**config.mk**
```make
export PLATFORM = sky130hd
export DESIGN_NAME = cam_fifo
export DESIGN_NICKNAME = d
export VERILOG_FILES = /design/src/rtl/cam_pkg.sv /design/src/rtl/cam_fifo.sv
export SDC_FILE = /design/constraint.sdc
export NUM_CORES = 1
export LEC_CHECK = 0
export BUFFER_PORTS_ARGS = -buffer_cell sky130_fd_sc_hd__buf_4
export CAP_MARGIN = 15
export CORE_MARGIN = 4
export CORE_UTILIZATION = 40
export CTS_CLUSTER_SIZE = 12
export DETAILED_ROUTE_END_ITERATION = 7
export GPL_TIMING_DRIVEN = 0
export HOLD_SLACK_MARGIN = 0.06
export MAX_ROUTING_LAYER = met4
export PLACE_DENSITY = 0.65
export SYNTH_ARGS = -nofsm -noshare
export SYNTH_HDL_FRONTEND = slang
export SYNTH_SLANG_ARGS = --single-unit
```
**constraint.sdc**
```tcl
create_clock -name clk_i -period 3 [get_ports clk_i]
set_input_delay 0 -clock clk_i [delete_from_list [all_inputs] [get_ports clk_i]]
set_output_delay 0 -clock clk_i [all_outputs]
set_load 0.02 [all_outputs]
```
**src/rtl/cam_pkg.sv**
```systemverilog
// cam_pkg: shared types, constants and helpers for the conductivity autorange meter
// no dependencies; used by the interfaces and every rtl module

package cam_pkg;

  localparam int unsigned ADC_BITS_DEF = 12;
  localparam int unsigned SAMPLE_W     = 16;  // widest sample the datapath carries
  localparam int unsigned CFG_IDX_W    = 4;
  localparam int unsigned CFG_DATA_W   = 20;
  localparam int unsigned QUEUE_DEPTH  = 2;

  localparam logic [15:0] WIN_HI_WIDE = 16'd2000;
  localparam logic [15:0] WIN_LO_MID  = 16'd180;
  localparam logic [15:0] WIN_HI_3K   = 16'd1500;
  localparam logic [15:0] WIN_LO_1K   = 16'd450;

  localparam logic [36:0] COND_SCALE = 37'd100000000000;
  localparam logic [13:0] RES_SCALE  = 14'd10000;
  localparam logic [23:0] COMP_ONE   = 24'd10000000;
  localparam logic signed [16:0] REF_TEMP = 17'sd2500;
  localparam logic [39:0] MASK40     = 40'hFF_FFFF_FFFF;

  // compensation division by COMP_ONE: one 8 bit digit per step,
  // digit = (partial * COMP_RECIP) >> COMP_SHIFT, exact for partials below 2^32
  localparam logic [32:0]  COMP_RECIP  = 33'd7205759404;
  localparam int unsigned  COMP_SHIFT  = 56;
  localparam int unsigned  COMP_DIGITS = 9;

  // divider sizing: numerator left aligned, divisor up to the 42 bit denominator
  localparam int unsigned DIV_NUM_W = 70;
  localparam int unsigned DIV_DEN_W = 42;
  localparam int unsigned DIV_LEN_W = 7;

  typedef enum logic [1:0] {
    RNG_100K = 2'd0,
    RNG_10K  = 2'd1,
    RNG_3K   = 2'd2,
    RNG_1K   = 2'd3
  } rng_e;

  typedef enum logic [1:0] {
    CLS_SKIP    = 2'd0,
    CLS_FAULT   = 2'd1,
    CLS_MEASURE = 2'd2
  } cls_e;

  typedef enum logic [3:0] {
    CFG_CAL_100K  = 4'd0,
    CFG_CAL_10K   = 4'd1,
    CFG_CAL_3K    = 4'd2,
    CFG_CAL_1K    = 4'd3,
    CFG_LEAD      = 4'd4,
    CFG_CELL      = 4'd5,
    CFG_TEMP_COEF = 4'd6,
    CFG_LIQ_TEMP  = 4'd7
  } cfg_idx_e;

  typedef enum logic [3:0] {
    BK_IDLE,
    BK_MUL_A,
    BK_MUL_B,
    BK_RES_GO,
    BK_RES_WAIT,
    BK_RAW_GO,
    BK_RAW_WAIT,
    BK_MUL_C,
    BK_MUL_D,
    BK_COMP_MUL,
    BK_COMP_SUB,
    BK_OUT
  } bk_state_e;

  typedef struct packed {
    rng_e                  range_sel;  // range after this sample
    cls_e                  cls;
    logic [SAMPLE_W-1:0]   sample;
  } q_entry_t;

  typedef struct packed {
    logic [3:0][18:0]   cal_amp;
    logic [19:0]        lead_resistance;
    logic [15:0]        cell_factor;
    logic [13:0]        temp_coefficient;
    logic signed [14:0] liquid_temperature;
  } cfg_t;

  typedef struct packed {
    logic                 start;
    logic [DIV_LEN_W-1:0] len;
  } div_ctl_t;

  function automatic logic [6:0] range_kohm(input rng_e r);
    logic [6:0] k;
    case (r)
      RNG_100K: k = 7'd100;
      RNG_10K:  k = 7'd10;
      RNG_3K:   k = 7'd3;
      RNG_1K:   k = 7'd1;
      default:  k = 7'd100;
    endcase
    return k;
  endfunction

endpackage

```
**src/rtl/cam_fifo.sv**
```systemverilog
// cam_fifo: short request queue between the front and back parts
// depends on cam_pkg

module cam_fifo (
  input  logic              clk_i,
  input  logic              rst_ni,
  input  logic              push_i,
  input  cam_pkg::q_entry_t entry_i,
  output logic              full_o,
  input  logic              pop_i,
  output logic              empty_o,
  output cam_pkg::q_entry_t entry_o
);

  localparam int unsigned PtrW = $clog2(cam_pkg::QUEUE_DEPTH);

  cam_pkg::q_entry_t mem_q [cam_pkg::QUEUE_DEPTH];
  logic [PtrW-1:0] wr_q, rd_q;
  logic [PtrW:0]   cnt_q, cnt_d;

  assign full_o  = (cnt_q == (PtrW+1)'(cam_pkg::QUEUE_DEPTH));
  assign empty_o = (cnt_q == '0);
  assign entry_o = mem_q[rd_q];

  always_comb begin
    cnt_d = cnt_q;
    if (push_i && !pop_i) begin
      cnt_d = cnt_q + 1'b1;
    end else if (pop_i && !push_i) begin
      cnt_d = cnt_q - 1'b1;
    end
  end

  always_ff @(posedge clk_i) begin
    if (push_i) begin
      mem_q[wr_q] <= entry_i;
    end
  end

  always_ff @(posedge clk_i or negedge rst_ni) begin
    if (!rst_ni) begin
      wr_q  <= '0;
      rd_q  <= '0;
      cnt_q <= '0;
    end else begin
      cnt_q <= cnt_d;
      if (push_i) begin
        wr_q <= (wr_q == PtrW'(cam_pkg::QUEUE_DEPTH - 1)) ? '0 : wr_q + 1'b1;
      end
      if (pop_i) begin
        rd_q <= (rd_q == PtrW'(cam_pkg::QUEUE_DEPTH - 1)) ? '0 : rd_q + 1'b1;
      end
    end
  end

endmodule

```
==> results.py <==
metrics = {
    "outcome": {
        "outcome": "complete, no violations",
    },
    "clocking": {
        "htreeDepth": 2,
        "clk_path_buf_depth": 2,
        "clk-insertion-delay-late_ns": 0.28,
        "clock-root-buffer": "clkbuf_8",
        "tritoncts": "built",
        "clkTransAtPathRegs_ns": 0.07,
        "postCtsSetupBuffers": 0,
        "cts_inserted_buffers": 5,
        "cts_resized": 0,
        "clkSinkCount": 44,
    },
    "sta": {
        "post-route-period-util_pct": 52.2,
        "skew_ns": 0.00384,
        "min_period_ns": 1.56,
        "timing.fmax_mhz": 639,
        "setup_violations": 0,
        "worst_pin_slew_ns": 0.954,
        "maxSlewViolCount": 0,
        "fin_setup_tns_ns": 0,
        "max_slew_margin_pct": 36.4,
        "rsz0062_at_grt": "false",
        "hold_violations": 0,
    },
    "routing": {
        "drtIter0Drc": 33,
        "highest_layer": "met4",
        "route.met2.wl_microns": 1510,
        "post-route-drc-count": 0,
        "firstDrtPassIters": 4,
        "antenna_left": 0,
        "drt-met1-wl_microns": 1180,
        "vias_per_cell": 4.45,
        "vias": 917,
        "wire_per_inst_microns": 14.1,
        "drt_wl_total_microns": 2900,
        "met3_length_microns": 197,
    },
    "synthesis": {
        "synthDistinctLibCells": 13,
        "synth_cells": 78,
        "seq_area_frac_synth_pct": 76.2,
        "yosysWarnings": 0,
        "synth_area_per_cell_sq_um": 21.9,
        "syn_area_sq_mm": 0.00171,
        "ys_ff_latch": 44,
        "synth_nets": 103,
    },
    "critical_path": {
        "arrival_ns": 1.47,
        "ff2ff_setup_slack_ns": 1.44,
        "critical_path_cell_count": 1,
        "endpoint_kind": "flip-flop",
        "start_kind": "flip-flop",
        "path_max_fanout": 20,
        "cp_slowest_stage_delay_ns": 0.78,
        "endpoint": "mem_q[1][1]$_DFFE_PP_",
        "worstPathRequired_ns": 2.91,
        "timing.rr.start": "wr_q$_DFFE_PN0P_",
        "crit_chain": "and2_1",
        "cp_top_family": "simple AND/OR/NAND/NOR gates",
        "crit_type": "reg -> reg",
        "reg2reg_to": "mem_q[1][1]$_DFFE_PP_",
        "reg2regPathDepth": 1,
        "crit_start": "wr_q$_DFFE_PN0P_",
        "critical-path-slowest-cell": "and2_1",
        "path_buf_inv": 0,
    },
    "floorplan": {
        "die-area_sq_mm": 0.00538,
        "die_h_microns": 73.3,
        "initial_core_util_pct": 42.1,
        "rows": 23,
        "die_w_microns": 73.3,
        "ios": 46,
        "core_sq_mm": 0.00406,
    },
    "layout": {
        "final_cell_mix": "buf_4 (45), edfxtp_1 (40), dlygate4sd3_1 (24)",
        "diodes": 0,
        "layout_commonest_cell": "buf_4",
        "seqCellArea_sq_mm": 0.00130,
        "layout.cells.non_filler": 206,
        "fillers": 298,
        "layout-drive-gt1-share_pct": 48.7,
        "final_net_count": 180,
        "multi_input_area_sq_um": 383,
        "area_growth_pct": 44.4,
    },
    "global_route": {
        "grt_max_degree": 21,
        "antenna_found_initial": 0,
        "grt_overflow_total": 0,
        "grt.total_usage_pct": 12.0,
        "grt_pass1_wl_microns": 4600,
        "grt_pass1_vias": 1044,
    },
    "placed_design": {
        "port_buffers": 45,
        "dpl.hpwl_microns": 1930,
        "dp_cells": 174,
        "place_congestion": 0.680,
    },
    "pwr": {
        "p_per_area_mw_per_mm2": 858,
        "ir_drop_v": 0.000507,
        "total_leakage_power_uw": 0.00102,
    },
    "run": {
        "cap_violations": 0,
    },
    "min_path": {
        "hold_class": "in -> reg",
    },
}
==> cell usage after synthesis <==
master | count | area, sq um
dfrtp_1 | 4 | 100
and2_1 | 1 | 6.26
nor2b_1 | 1 | 6.26
edfxtp_1 | 40 | 1200
xnor2_1 | 1 | 8.76
ha_1 | 1 | 12.5
buf_6 | 2 | 22.5
and2b_1 | 1 | 7.51
nor2_1 | 2 | 7.51
mux2_4 | 19 | 285
mux2_2 | 1 | 11.3
xor2_1 | 4 | 35.0
inv_1 | 1 | 3.75
==> kinds of logic after synthesis <==
logic type	synth area share [%]
flip-flops	76.2
multiplexers	17.4
XOR/XNOR	2.56
AND/OR/NAND/NOR	1.61
buffers and inverters	1.54
adder cells (fa/ha/maj)	0.732
==> sequential cells by signal, summed over array words and instances, names as in the netlist <==
signal,flops
mem_q,40
rd_q,1
wr_q,1
cnt_q,2
==> how the worst min path moves through the flow <==
stage / to / start / cells past startpoint / slack [ns]
after floorplan: cnt_q[0]$_DFFE_PN0P_ / rst_ni / 0 / -0.30
after global placement: cnt_q[1]$_DFFE_PN0P_ / rst_ni / 1 / -0.20
after detailed placement: cnt_q[1]$_DFFE_PN0P_ / rst_ni / 1 / -0.20
after CTS: rd_q$_DFFE_PN0P_ / pop_i / 3 / 0.42
after global routing: mem_q[1][18]$_DFFE_PP_ / entry_i[18] / 2 / 0.43
final: mem_q[1][8]$_DFFE_PP_ / entry_i[8] / 2 / 0.44
==> power by group <==
part / leakage, uW / switching, uW / internal [uW]
clock network: 0.0000515 / 177 / 210
registers: 0.000422 / 53.6 / 822
logic: 0.000545 / 410 / 444
total: 0.00102 / 641 / 1480
==> layer usage <==
layer / global-route usage [%] / vias to the layer above
met3: 4.51 / 2
met2: 20.9 / 33
met1: 13.0 / 435
met4: 3.02 / 0
li1: - / 447
met5: - / -
==> what timing repair did <==
item	4_1_cts	5_1_grt
hold buffers	24	0
hold endpoints to repair	46	0
endpoints found under the setup margin	0	0
==> final cells by class <==
| cell class | instances | share of cell area [%] |
|---|---|---|
| Timing Repair Buffer | 70 | 24.0 |
| Sequential cell | 44 | 52.8 |
| Tap cell | 50 | 2.54 |
| Inverter | 1 | 0.152 |
| Buffer | 2 | 0.913 |
| Multi-Input combinational cell | 31 | 15.5 |
| Clock buffer | 8 | 4.06 |
==> per-stage QoR <==
stage               instance area, sq um  utilization, %  setup WS (ns)  hold WS (ns)  total power, uW
floorplan                           1710               -           1.29        -0.296             1430
global placement                    2110            52.0          0.796        -0.202             1700
detailed placement                  2130            52.4           1.39        -0.203             1730
CTS                                 2470            60.8           1.37         0.424             2150
global route                        2470            60.8           1.33         0.428             2220
finish                              2470            60.8           1.44         0.440             2120
Power figures use the tool's default switching activity.
