File: src/rtl/cam_pkg.sv
// cam_pkg: shared types, constants and helpers for the conductivity autorange meter
// no dependencies; used by the interfaces and every rtl module

package cam_pkg;

  localparam int unsigned ADC_BITS_DEF = 12;
  localparam int unsigned SAMPLE_W     = 16;  // widest sample the datapath carries
  localparam int unsigned CFG_IDX_W    = 4;
  localparam int unsigned CFG_DATA_W   = 20;
  localparam int unsigned QUEUE_DEPTH  = 2;

  localparam logic [15:0] WIN_HI_WIDE = 16'd2000;
  localparam logic [15:0] WIN_LO_MID  = 16'd180;
  localparam logic [15:0] WIN_HI_3K   = 16'd1500;
  localparam logic [15:0] WIN_LO_1K   = 16'd450;

  localparam logic [36:0] COND_SCALE = 37'd100000000000;
  localparam logic [13:0] RES_SCALE  = 14'd10000;
  localparam logic [23:0] COMP_ONE   = 24'd10000000;
  localparam logic signed [16:0] REF_TEMP = 17'sd2500;
  localparam logic [39:0] MASK40     = 40'hFF_FFFF_FFFF;

  // compensation division by COMP_ONE: one 8 bit digit per step,
  // digit = (partial * COMP_RECIP) >> COMP_SHIFT, exact for partials below 2^32
  localparam logic [32:0]  COMP_RECIP  = 33'd7205759404;
  localparam int unsigned  COMP_SHIFT  = 56;
  localparam int unsigned  COMP_DIGITS = 9;

  // divider sizing: numerator left aligned, divisor up to the 42 bit denominator
  localparam int unsigned DIV_NUM_W = 70;
  localparam int unsigned DIV_DEN_W = 42;
  localparam int unsigned DIV_LEN_W = 7;

  typedef enum logic [1:0] {
    RNG_100K = 2'd0,
    RNG_10K  = 2'd1,
    RNG_3K   = 2'd2,
    RNG_1K   = 2'd3
  } rng_e;

  typedef enum logic [1:0] {
    CLS_SKIP    = 2'd0,
    CLS_FAULT   = 2'd1,
    CLS_MEASURE = 2'd2
  } cls_e;

  typedef enum logic [3:0] {
    CFG_CAL_100K  = 4'd0,
    CFG_CAL_10K   = 4'd1,
    CFG_CAL_3K    = 4'd2,
    CFG_CAL_1K    = 4'd3,
    CFG_LEAD      = 4'd4,
    CFG_CELL      = 4'd5,
    CFG_TEMP_COEF = 4'd6,
    CFG_LIQ_TEMP  = 4'd7
  } cfg_idx_e;

  typedef enum logic [3:0] {
    BK_IDLE,
    BK_MUL_A,
    BK_MUL_B,
    BK_RES_GO,
    BK_RES_WAIT,
    BK_RAW_GO,
    BK_RAW_WAIT,
    BK_MUL_C,
    BK_MUL_D,
    BK_COMP_MUL,
    BK_COMP_SUB,
    BK_OUT
  } bk_state_e;

  typedef struct packed {
    rng_e                  range_sel;  // range after this sample
    cls_e                  cls;
    logic [SAMPLE_W-1:0]   sample;
  } q_entry_t;

  typedef struct packed {
    logic [3:0][18:0]   cal_amp;
    logic [19:0]        lead_resistance;
    logic [15:0]        cell_factor;
    logic [13:0]        temp_coefficient;
    logic signed [14:0] liquid_temperature;
  } cfg_t;

  typedef struct packed {
    logic                 start;
    logic [DIV_LEN_W-1:0] len;
  } div_ctl_t;

  function automatic logic [6:0] range_kohm(input rng_e r);
    logic [6:0] k;
    case (r)
      RNG_100K: k = 7'd100;
      RNG_10K:  k = 7'd10;
      RNG_3K:   k = 7'd3;
      RNG_1K:   k = 7'd1;
      default:  k = 7'd100;
    endcase
    return k;
  endfunction

endpackage

File: src/rtl/cam_front.sv
// cam_front: window check, range stepping and classification of each sample
// depends on cam_pkg

module cam_front #(
  parameter int unsigned ADC_BITS = cam_pkg::ADC_BITS_DEF
) (
  input  logic                clk_i,
  input  logic                rst_ni,
  input  logic                valid_i,
  input  logic [ADC_BITS-1:0] sample_i,
  output logic                ready_o,
  input  logic                full_i,
  output logic                push_o,
  output cam_pkg::q_entry_t   entry_o
);

  cam_pkg::rng_e range_q, range_d;
  logic [cam_pkg::SAMPLE_W-1:0] s;
  logic in_win;

  assign s       = cam_pkg::SAMPLE_W'(sample_i);
  assign ready_o = !full_i;
  assign push_o  = valid_i && !full_i;

  always_comb begin
    case (range_q)
      cam_pkg::RNG_100K: in_win = (s <= cam_pkg::WIN_HI_WIDE);
      cam_pkg::RNG_10K:  in_win = (s >= cam_pkg::WIN_LO_MID) && (s <= cam_pkg::WIN_HI_WIDE);
      cam_pkg::RNG_3K:   in_win = (s >= cam_pkg::WIN_LO_MID) && (s <= cam_pkg::WIN_HI_3K);
      cam_pkg::RNG_1K:   in_win = (s > cam_pkg::WIN_LO_1K);
      default:           in_win = 1'b0;
    endcase
  end

  always_comb begin
    range_d = in_win ? range_q : cam_pkg::rng_e'(range_q + 2'd1);
    entry_o.range_sel = range_d;
    entry_o.sample    = s;
    if (!in_win) begin
      entry_o.cls = cam_pkg::CLS_SKIP;
    end else if (s == '0) begin
      entry_o.cls = cam_pkg::CLS_FAULT;
    end else begin
      entry_o.cls = cam_pkg::CLS_MEASURE;
    end
  end

  always_ff @(posedge clk_i or negedge rst_ni) begin
    if (!rst_ni) begin
      range_q <= cam_pkg::RNG_100K;
    end else if (push_o) begin
      range_q <= range_d;
    end
  end

endmodule

File: config.mk
export PLATFORM = sky130hd
export DESIGN_NAME = cam_front
export DESIGN_NICKNAME = d
export VERILOG_FILES = /design/src/rtl/cam_pkg.sv /design/src/rtl/cam_front.sv
export SDC_FILE = /design/constraint.sdc
export NUM_CORES = 1
export LEC_CHECK = 0
export BUFFER_PORTS_ARGS = -buffer_cell sky130_fd_sc_hd__buf_2
export CAP_MARGIN = 0
export CORE_AREA = 2 2 39 41
export DETAILED_ROUTE_END_ITERATION = 10
export DIE_AREA = 0 0 41 43
export PLACE_DENSITY = 0.87
export SLEW_MARGIN = 15
export SYNTH_ARGS = -nofsm -noshare
export SYNTH_HDL_FRONTEND = slang
export SYNTH_SLANG_ARGS = --single-unit
export TNS_END_PERCENT = 30
File: constraint.sdc
create_clock -name clk_i -period 3.3 [get_ports clk_i]
set_clock_uncertainty 0.1 [all_clocks]
set_input_delay 0.66 -clock clk_i [delete_from_list [all_inputs] [get_ports clk_i]]
set_output_delay 0.66 -clock clk_i [all_outputs]
set_load 0.01 [all_outputs]
==> results of run 1 <==
metal layers:
metal	vias to the layer above	GRT usage
li1	254	-
met1	228	0.132
met2	37	0.216
met3	3	0.00524
met4	0	0.120
met5	-	0
per-stage QoR:
step	power (mW)	setup WS [ns]	hold slack (ns)	instance area [um^2]	utilization
after global routing	0.429	0.157	0.0987	629	0.455
final	0.396	0.326	0.104	629	0.455
after detailed placement	0.342	0.316	0.346	607	0.439
after CTS	0.402	0.320	0.101	629	0.455
after floorplan	0.255	0.666	0.264	534	-
after global placement	0.337	0.387	0.345	607	0.439
final cells by class:
class	count	area [um^2]
Multi-Input combinational cell	41	338
Tap cell	16	20.0
Sequential cell	2	50.0
Inverter	7	26.3
Timing Repair Buffer	34	173
Fill cell	140	754
Clock buffer	3	22.5
worst paths after layout:
| check | end | slack (ns) |
|---|---|---|
| setup / recovery | entry_o[19] | 0.33 |
| hold / removal | range_q[1] | 0.10 |
| setup reg to reg | range_q[1] | 1.26 |
| hold reg to reg | range_q[1] | 0.49 |
| max in group asynchronous | range_q[0] | 2.89 |
| min in group clk_i | range_q[1] | 0.49 |
worst reg2reg max path: stages (launching register included):
cell and delay (ns):
dfrtp_1 0.37, inv_1 0.16, ha_1 0.20, inv_1 0.04, nor2_1 0.09, o221ai_1 0.22, a2111oi_4 0.43, mux2_4 0.33
cell usage after synthesis (2+ instances only):
master / instances
inv_1: 7
buf_4: 16
a211oi_1: 2
dfrtp_1: 2
nand3_1: 2
nor2_1: 5
nor3_1: 2
nand2_1: 3
ha_1: 3
xnor2_1: 2
cells by family after synthesis:
kind of cell | count (synthesis) | share of synthesized area
buf+inv | 23 | 0.280
simple gates | 18 | 0.227
xor+xnor | 2 | 0.0335
mux | 2 | 0.0502
other cells | 1 | 0.00717
fa+ha+maj | 3 | 0.0718
flops | 2 | 0.0957
compound gates | 12 | 0.234
power by group through the flow:
stage          clock network (mW)  registers, mW  logic [mW]
2_1_floorplan                   0         0.0470       0.208
3_3_place_gp                    0         0.0495       0.287
3_5_place_dp                    0         0.0498       0.293
4_1_cts                    0.0577         0.0495       0.295
5_1_grt                    0.0598         0.0514       0.317
6_report                   0.0560         0.0491       0.291
==> summary by stage, run 1 <==
Outcome
The run finished with clean final reports.

Global route
The maximum number of pins on one net before global-route repair is 7. The number of antenna violations at the first check in global routing is 0. The overall routing resource usage is 0.130.

The leftover overflow at the end of global routing is 0. The first global-routing pass estimated 1550 um of wire. The number of global-route vias before repair is 433.

Setup path
Counting buffers and inverters, the worst setup path is 7 cells deep. The startpoint class of the critical path is an input port. The buffering stage count on the worst path with inverters included is 2. The dominant delay contributor by cell family on the critical path is compound AO/OA/AOI/OAI gates. For the worst setup path, the data arrival time is 2.21 ns. The worst setup path category is in2out.

Traced cell by cell, the critical path runs through buf_2 -> nor4_1 -> a21oi_1 -> o221ai_1 -> a21oi_2 -> mux2_2 -> buf_2. The startpoint of the most critical register-to-register path is range_q[0]. The worst register-to-register path has a depth of 7. Among all stages on the critical path, the largest delay is contributed by nor4_1. The most used cell along the critical path is buf_2. STA classifies the critical path endpoint as an output port. Data on the critical path is required at its endpoint by 2.54 ns. The critical path launch point is sample_i[1]. The critical-path maximum fanout is 5. The worst stage delay on the critical path is 0.38 ns.

Timing
The fraction of the cycle the final worst path needs is 0.901. The number of setup violations in the final report is 0. The final count of hold timing violations is 0.

Timing would allow up to 0.336 GHz. The minimum clock period is 2.97 ns. The sum of negative setup slack is 0 ns. Setup repair after global routing left no endpoint under its margin. The number of max-slew violations in the final report is 0.

Route
The via count normalized by instance count is 5.07. The wire length on met3 is 119 um. The post-detailed-route wirelength per cell is 11.1 um. The top layer reached by signal wires is met4. The final layout contains routed wiring with a total length of 1150 um. The final routed DRC violation total is 0. Detailed routing placed a total of 563 um of wire on met2. After the first detailed-routing iteration, the DRC count stood at 5.

The first detailed-routing pass took 4 iterations. The vias after detailed routing is 522. After detailed routing, the wire length on met1 is 441 um. The detail route stage leaves a number of antenna-violating nets equal to 0.

Power and ir drop
In this run the power density over the cells is 629 nW/um^2. The share of total power dissipated in the clock network is 0.141. The part of the power in combinational logic is 0.735. The leakage power is 0.314 nW. The maximum vdd ir drop is 0.000531 V.

Internal power comes to 221 uW. The switching part of the total power is 0.442. The sequential power share is 0.124. For this design the total switching power over the nets is 175 uW.

Logic synthesis
The dominant cell type by area after synthesis is buf_4. Sorting the synthesized cells by area gives the leading types as buf_4 (23%), dfrtp_1 (9.6%), ha_1 (7.2%), a2111oi_4 (5.3%), inv_1 (5.0%). Of the post-synthesis cell area, the dominant cell type holds 0.230. The sequential area share after synthesis is 0.0957. The post-synthesis average cell area is 8.30 um^2. The warning count from the yosys run is 0.

Yosys mapped a number of flops with a built-in enable equal to 0. Counting flops and latches in the post-synthesis netlist gives 2. Counting flops with an async set or reset pin after synthesis yields a share of 1.00. In this run the cell area of the synthesized design comes to 523 um^2. The post-synthesis instance total is 63. Synthesis instantiated 29 different standard cells from the library. The primary flip-flop cell chosen by synthesis mapping is dfrtp_1.

Clocking
The register clock-pin slew on the reported worst setup and hold paths is 0.03 ns. TritonCTS built the clock tree. The maximum buffer depth of the clock tree is 2. The later pin in the worst-skew pair is clocked with a latency of 0.23 ns. The number of gates resized after CTS is 0.

For this design, the CTS-stage hold fixing added 0 buffers. The root buffer cell chosen for the clock tree is clkbuf_4. The number of H-tree levels is 1. The total clock buffers created by CTS is 3.

The tree built by TritonCTS fans out to 2 sinks. Buffers added to address setup during post-CTS repair amount to 0.

Layout
The antenna cell count is 0. The area growth from synthesis to layout is 20.3%. The largest registers in the layout are range_q x2. The fraction of final layout cells sized beyond drive strength 1 is 0.517. For this run, the number of standard cells in the final layout without fillers is 103. Counting flops per register, the top entry is range_q.

In the layout the commonest cells are buf_2 (33), inv_1 (7), nor2_1 (5). The final net count is 108. Leaving out fill and tap cells, the most frequent cell in the layout is buf_2.

The number of flip-flops under the largest register name is 2.

Floorplanning
The area of the placeable core is 1380 um^2. The initial standard-cell utilization of the core is 0.378. The initialized floorplan defines 14 standard-cell rows.

The horizontal extent of the die is 41 um. The number of top-level pins is 38. The floorplan step set the die height to 43 um.

The floorplan step defined a die boundary enclosing 1760 um^2.

Job
The tool flagged a number of max-cap violations equal to 0.

Place
Counting tap cells, the placed design contains a total of 100 instances. Buffers placed on the I/O ports in this run total 33. The placer's final routability congestion estimate is 0.735. The detailed-placement wirelength estimate is 940 um.

Min path
The tightest min-delay check is of the in2async type.
Note: power is estimated with default switching activity, not from simulation.
==> run 2, diff against run 1 <==
==> constraint.sdc (replaced) <==
create_clock -name clk_i -period 3.3 [get_ports clk_i]
set_clock_uncertainty 0.1 [all_clocks]
set_input_delay 0 -clock clk_i [delete_from_list [all_inputs] [get_ports clk_i]]
set_output_delay 0 -clock clk_i [all_outputs]
set_load 0.01 [all_outputs]
==> summary by stage, run 2 (same netlist as run 1, synthesis figures left out) <==
Outcome
Result of the run: finished clean (unchanged).

Timing
The number of max-slew violations in the final report is 0 (unchanged). The final count of hold timing violations was 0 (unchanged). The final setup slack of the worst path is 1.13 ns (was 0.326 ns). At the pin with the least slew margin, the transition time is 0.606 ns. The maximum achievable frequency is 0.461 GHz (was 0.336 GHz).

The sum of negative setup slack is 0 ns (unchanged). The minimum clock period was 2.17 ns (was 2.97 ns). The number of setup violations in the final report was 0 (unchanged). The fraction of the cycle the final worst path needs is 0.657 (was 0.901). Measured against its own limit, the worst slew margin works out to 0.595. Setup repair after global routing missed its margin: false (unchanged).

Global route
The overall routing resource usage is 0.129 (was 0.130). The number of global-route vias before repair is 394 (was 433). The leftover overflow at the end of global routing came to 0 (unchanged).

The global-route wire length before repair is 1510 um (was 1550 um). The maximum number of pins on one net before global-route repair is 7 (unchanged). The number of antenna violations at the first check in global routing is 0 (unchanged).

Layout
The register containing the most flip-flops in the final layout was range_q (unchanged). The fraction of final layout cells sized beyond drive strength 1 is 0.494 (was 0.517). Largest registers in the final layout: range_q x2 (unchanged).

Commonest cells after routing, fill and taps aside: buf_2 (33), inv_1 (7), nor2_1 (5) (unchanged). The final net count is 110 (was 108). The most common cell after layout, fill and taps aside is buf_2 (unchanged). The synthesis-to-finish area growth came to 24.6% (was 20.3%).

The area of all placed cells without fillers is 652 um^2 (was 629 um^2). The antenna cell count is 0 (unchanged). The number of flip-flops under the largest register name came to 2 (unchanged).

Route
The DRC marker count from the first detailed-route iteration was 6 (was 5). The total wire length is 1140 um (was 1150 um). The final routed DRC violation total came to 0 (unchanged).

The post-detailed-route wirelength per cell came to 10.9 um (was 11.1 um). The number of search-and-repair iterations in the first detailed-routing pass is 4 (unchanged). The remaining number of nets flagged by the antenna check after routing is 0 (unchanged).

The via count normalized by instance count is 4.98 (was 5.07). The vias after detailed routing is 523 (was 522).

Power and ir drop
The maximum vdd ir drop is 0.000475 V (was 0.000531 V). The total design power is 389 uW (was 396 uW). The leakage power is 0.322 nW (was 0.314 nW). The power density relative to cell area came to 596 nW/um^2 (was 629 nW/um^2).

Setup path
The buffering stage count on the worst path with inverters included is 3 (was 2). The dominant delay contributor by cell family on the critical path was compound AO/OA/AOI/OAI gates (unchanged). The startpoint class of the critical path is a register (was input port).

The category of the worst setup path capture point is an output port (unchanged). The most used cell along the critical path is inv_1 (was buf_2). The critical path data required time was 3.20 ns (was 2.54 ns). The critical path's slowest cell is o32ai_1 (was nor4_1). The arrival time at the worst endpoint came to 2.07 ns (was 2.21 ns). Cells along the critical path: inv_1 -> ha_1 -> inv_1 -> o32ai_1 -> a21oi_2 -> mux2_2 -> buf_2 (was buf_2 -> nor4_1 -> a21oi_1 -> o221ai_1 -> a21oi_2 -> mux2_2 -> buf_2). The worst setup path category is reg2out (was in2out). The critical-path maximum fanout is 4 (was 5). The worst stage delay on the critical path is 0.56 ns (was 0.38 ns).

Floorplanning
The area of the placeable core is 1380 um^2 (unchanged). The total die area is 1760 um^2 (unchanged). The height of the die is 43 um (unchanged). The initial standard-cell utilization of the core was 0.378 (unchanged). The count of standard-cell rows came to 14 (unchanged). The horizontal extent of the die was 41 um (unchanged). The number of top-level pins is 38 (unchanged).

Place
The count of buffers inserted at the top-level ports came to 33 (unchanged). The area of placed instances is 599 um^2 (was 607 um^2). The placer's final routability congestion estimate is 0.800 (was 0.735). The detailed-placement wirelength estimate is 929 um (was 940 um). The minimum setup slack after placement is 1.23 ns (was 0.316 ns).

Job
The number of max-cap violations was 0 (unchanged).

Min path
The type of the tightest min-delay check was in2reg (was in2async).

Clocking
The maximum buffer depth of the clock tree is 2 (unchanged). The number of H-tree levels is 1 (unchanged). The total clock buffers created by CTS is 3 (unchanged). The register clock-pin slew on the reported worst setup and hold paths was 0.03 ns (about the same). The TritonCTS clock tree is yes (unchanged).

The cell chosen for the clock root is clkbuf_4 (unchanged). The clock network latency to the later pin of the worst-skew pair is 0.22 ns (was 0.23 ns). The number of gates resized after CTS is 0 (unchanged).

The total clock sinks is 2 (unchanged).
run 2: repair_timing:
action	CTS	global route
setup buffers	0	0
hold endpoints to repair	3	0
hold buffers	3	0
run 2: worst paths after layout:
kind	slack [ns]	cells after the start	startpoint	to
worst min-delay path	0.10	4	valid_i	range_q[0]
max in group asynchronous	2.43	3	rst_ni	range_q[0]
worst max-delay path	1.13	7	range_q[0]	entry_o[19]
worst max register to register	1.25	7	range_q[0]	range_q[1]
min in group asynchronous	0.54	3	rst_ni	range_q[1]
worst min register to register	0.52	2	range_q[0]	range_q[0]
run 2: power by group:
| group | internal (mW) | switching, mW | total [mW] |
|---|---|---|---|
| combinational | 0.136 | 0.148 | 0.284 |
| clock | 0.0400 | 0.0133 | 0.0533 |
| sequential | 0.0379 | 0.0131 | 0.0510 |
run 2: per-layer routing:
| metal | share of wire | global-route usage |
|---|---|---|
| met3 | 0.10 | 0 |
| met5 | 0 | 0 |
| met1 | 0.40 | 0.134 |
| met4 | 0.017 | 0.120 |
| met2 | 0.47 | 0.216 |
run 2: final cells by class:
| cell class | count | area (um^2) |
|---|---|---|
| fill | 145 | 732 |
| multi-input combinational | 41 | 338 |
| timing repair buffer | 36 | 195 |
| sequential | 2 | 50.0 |
| inverter | 7 | 26.3 |
| clock buffer | 3 | 22.5 |
| tap | 16 | 20.0 |
run 2: stage by stage:
step	cells	hold slack [ns]	util
floorplan	66	-0.396	-
detailed placement	99	-0.307	0.433
global placement	99	-0.314	0.433
global route	105	0.130	0.471
CTS	105	0.0994	0.471
finish	105	0.101	0.471
run 2: worst register-to-register path, delay by kind of cell (launching register included):
kind / cells / cell delay (ns)
AOI/OAI and AO/OA: 2 / 0.64
adders and majority gates: 1 / 0.21
buffers and inverters: 2 / 0.20
DFF: 1 / 0.37
muxes: 1 / 0.33
and+or+nand+nor: 1 / 0.10
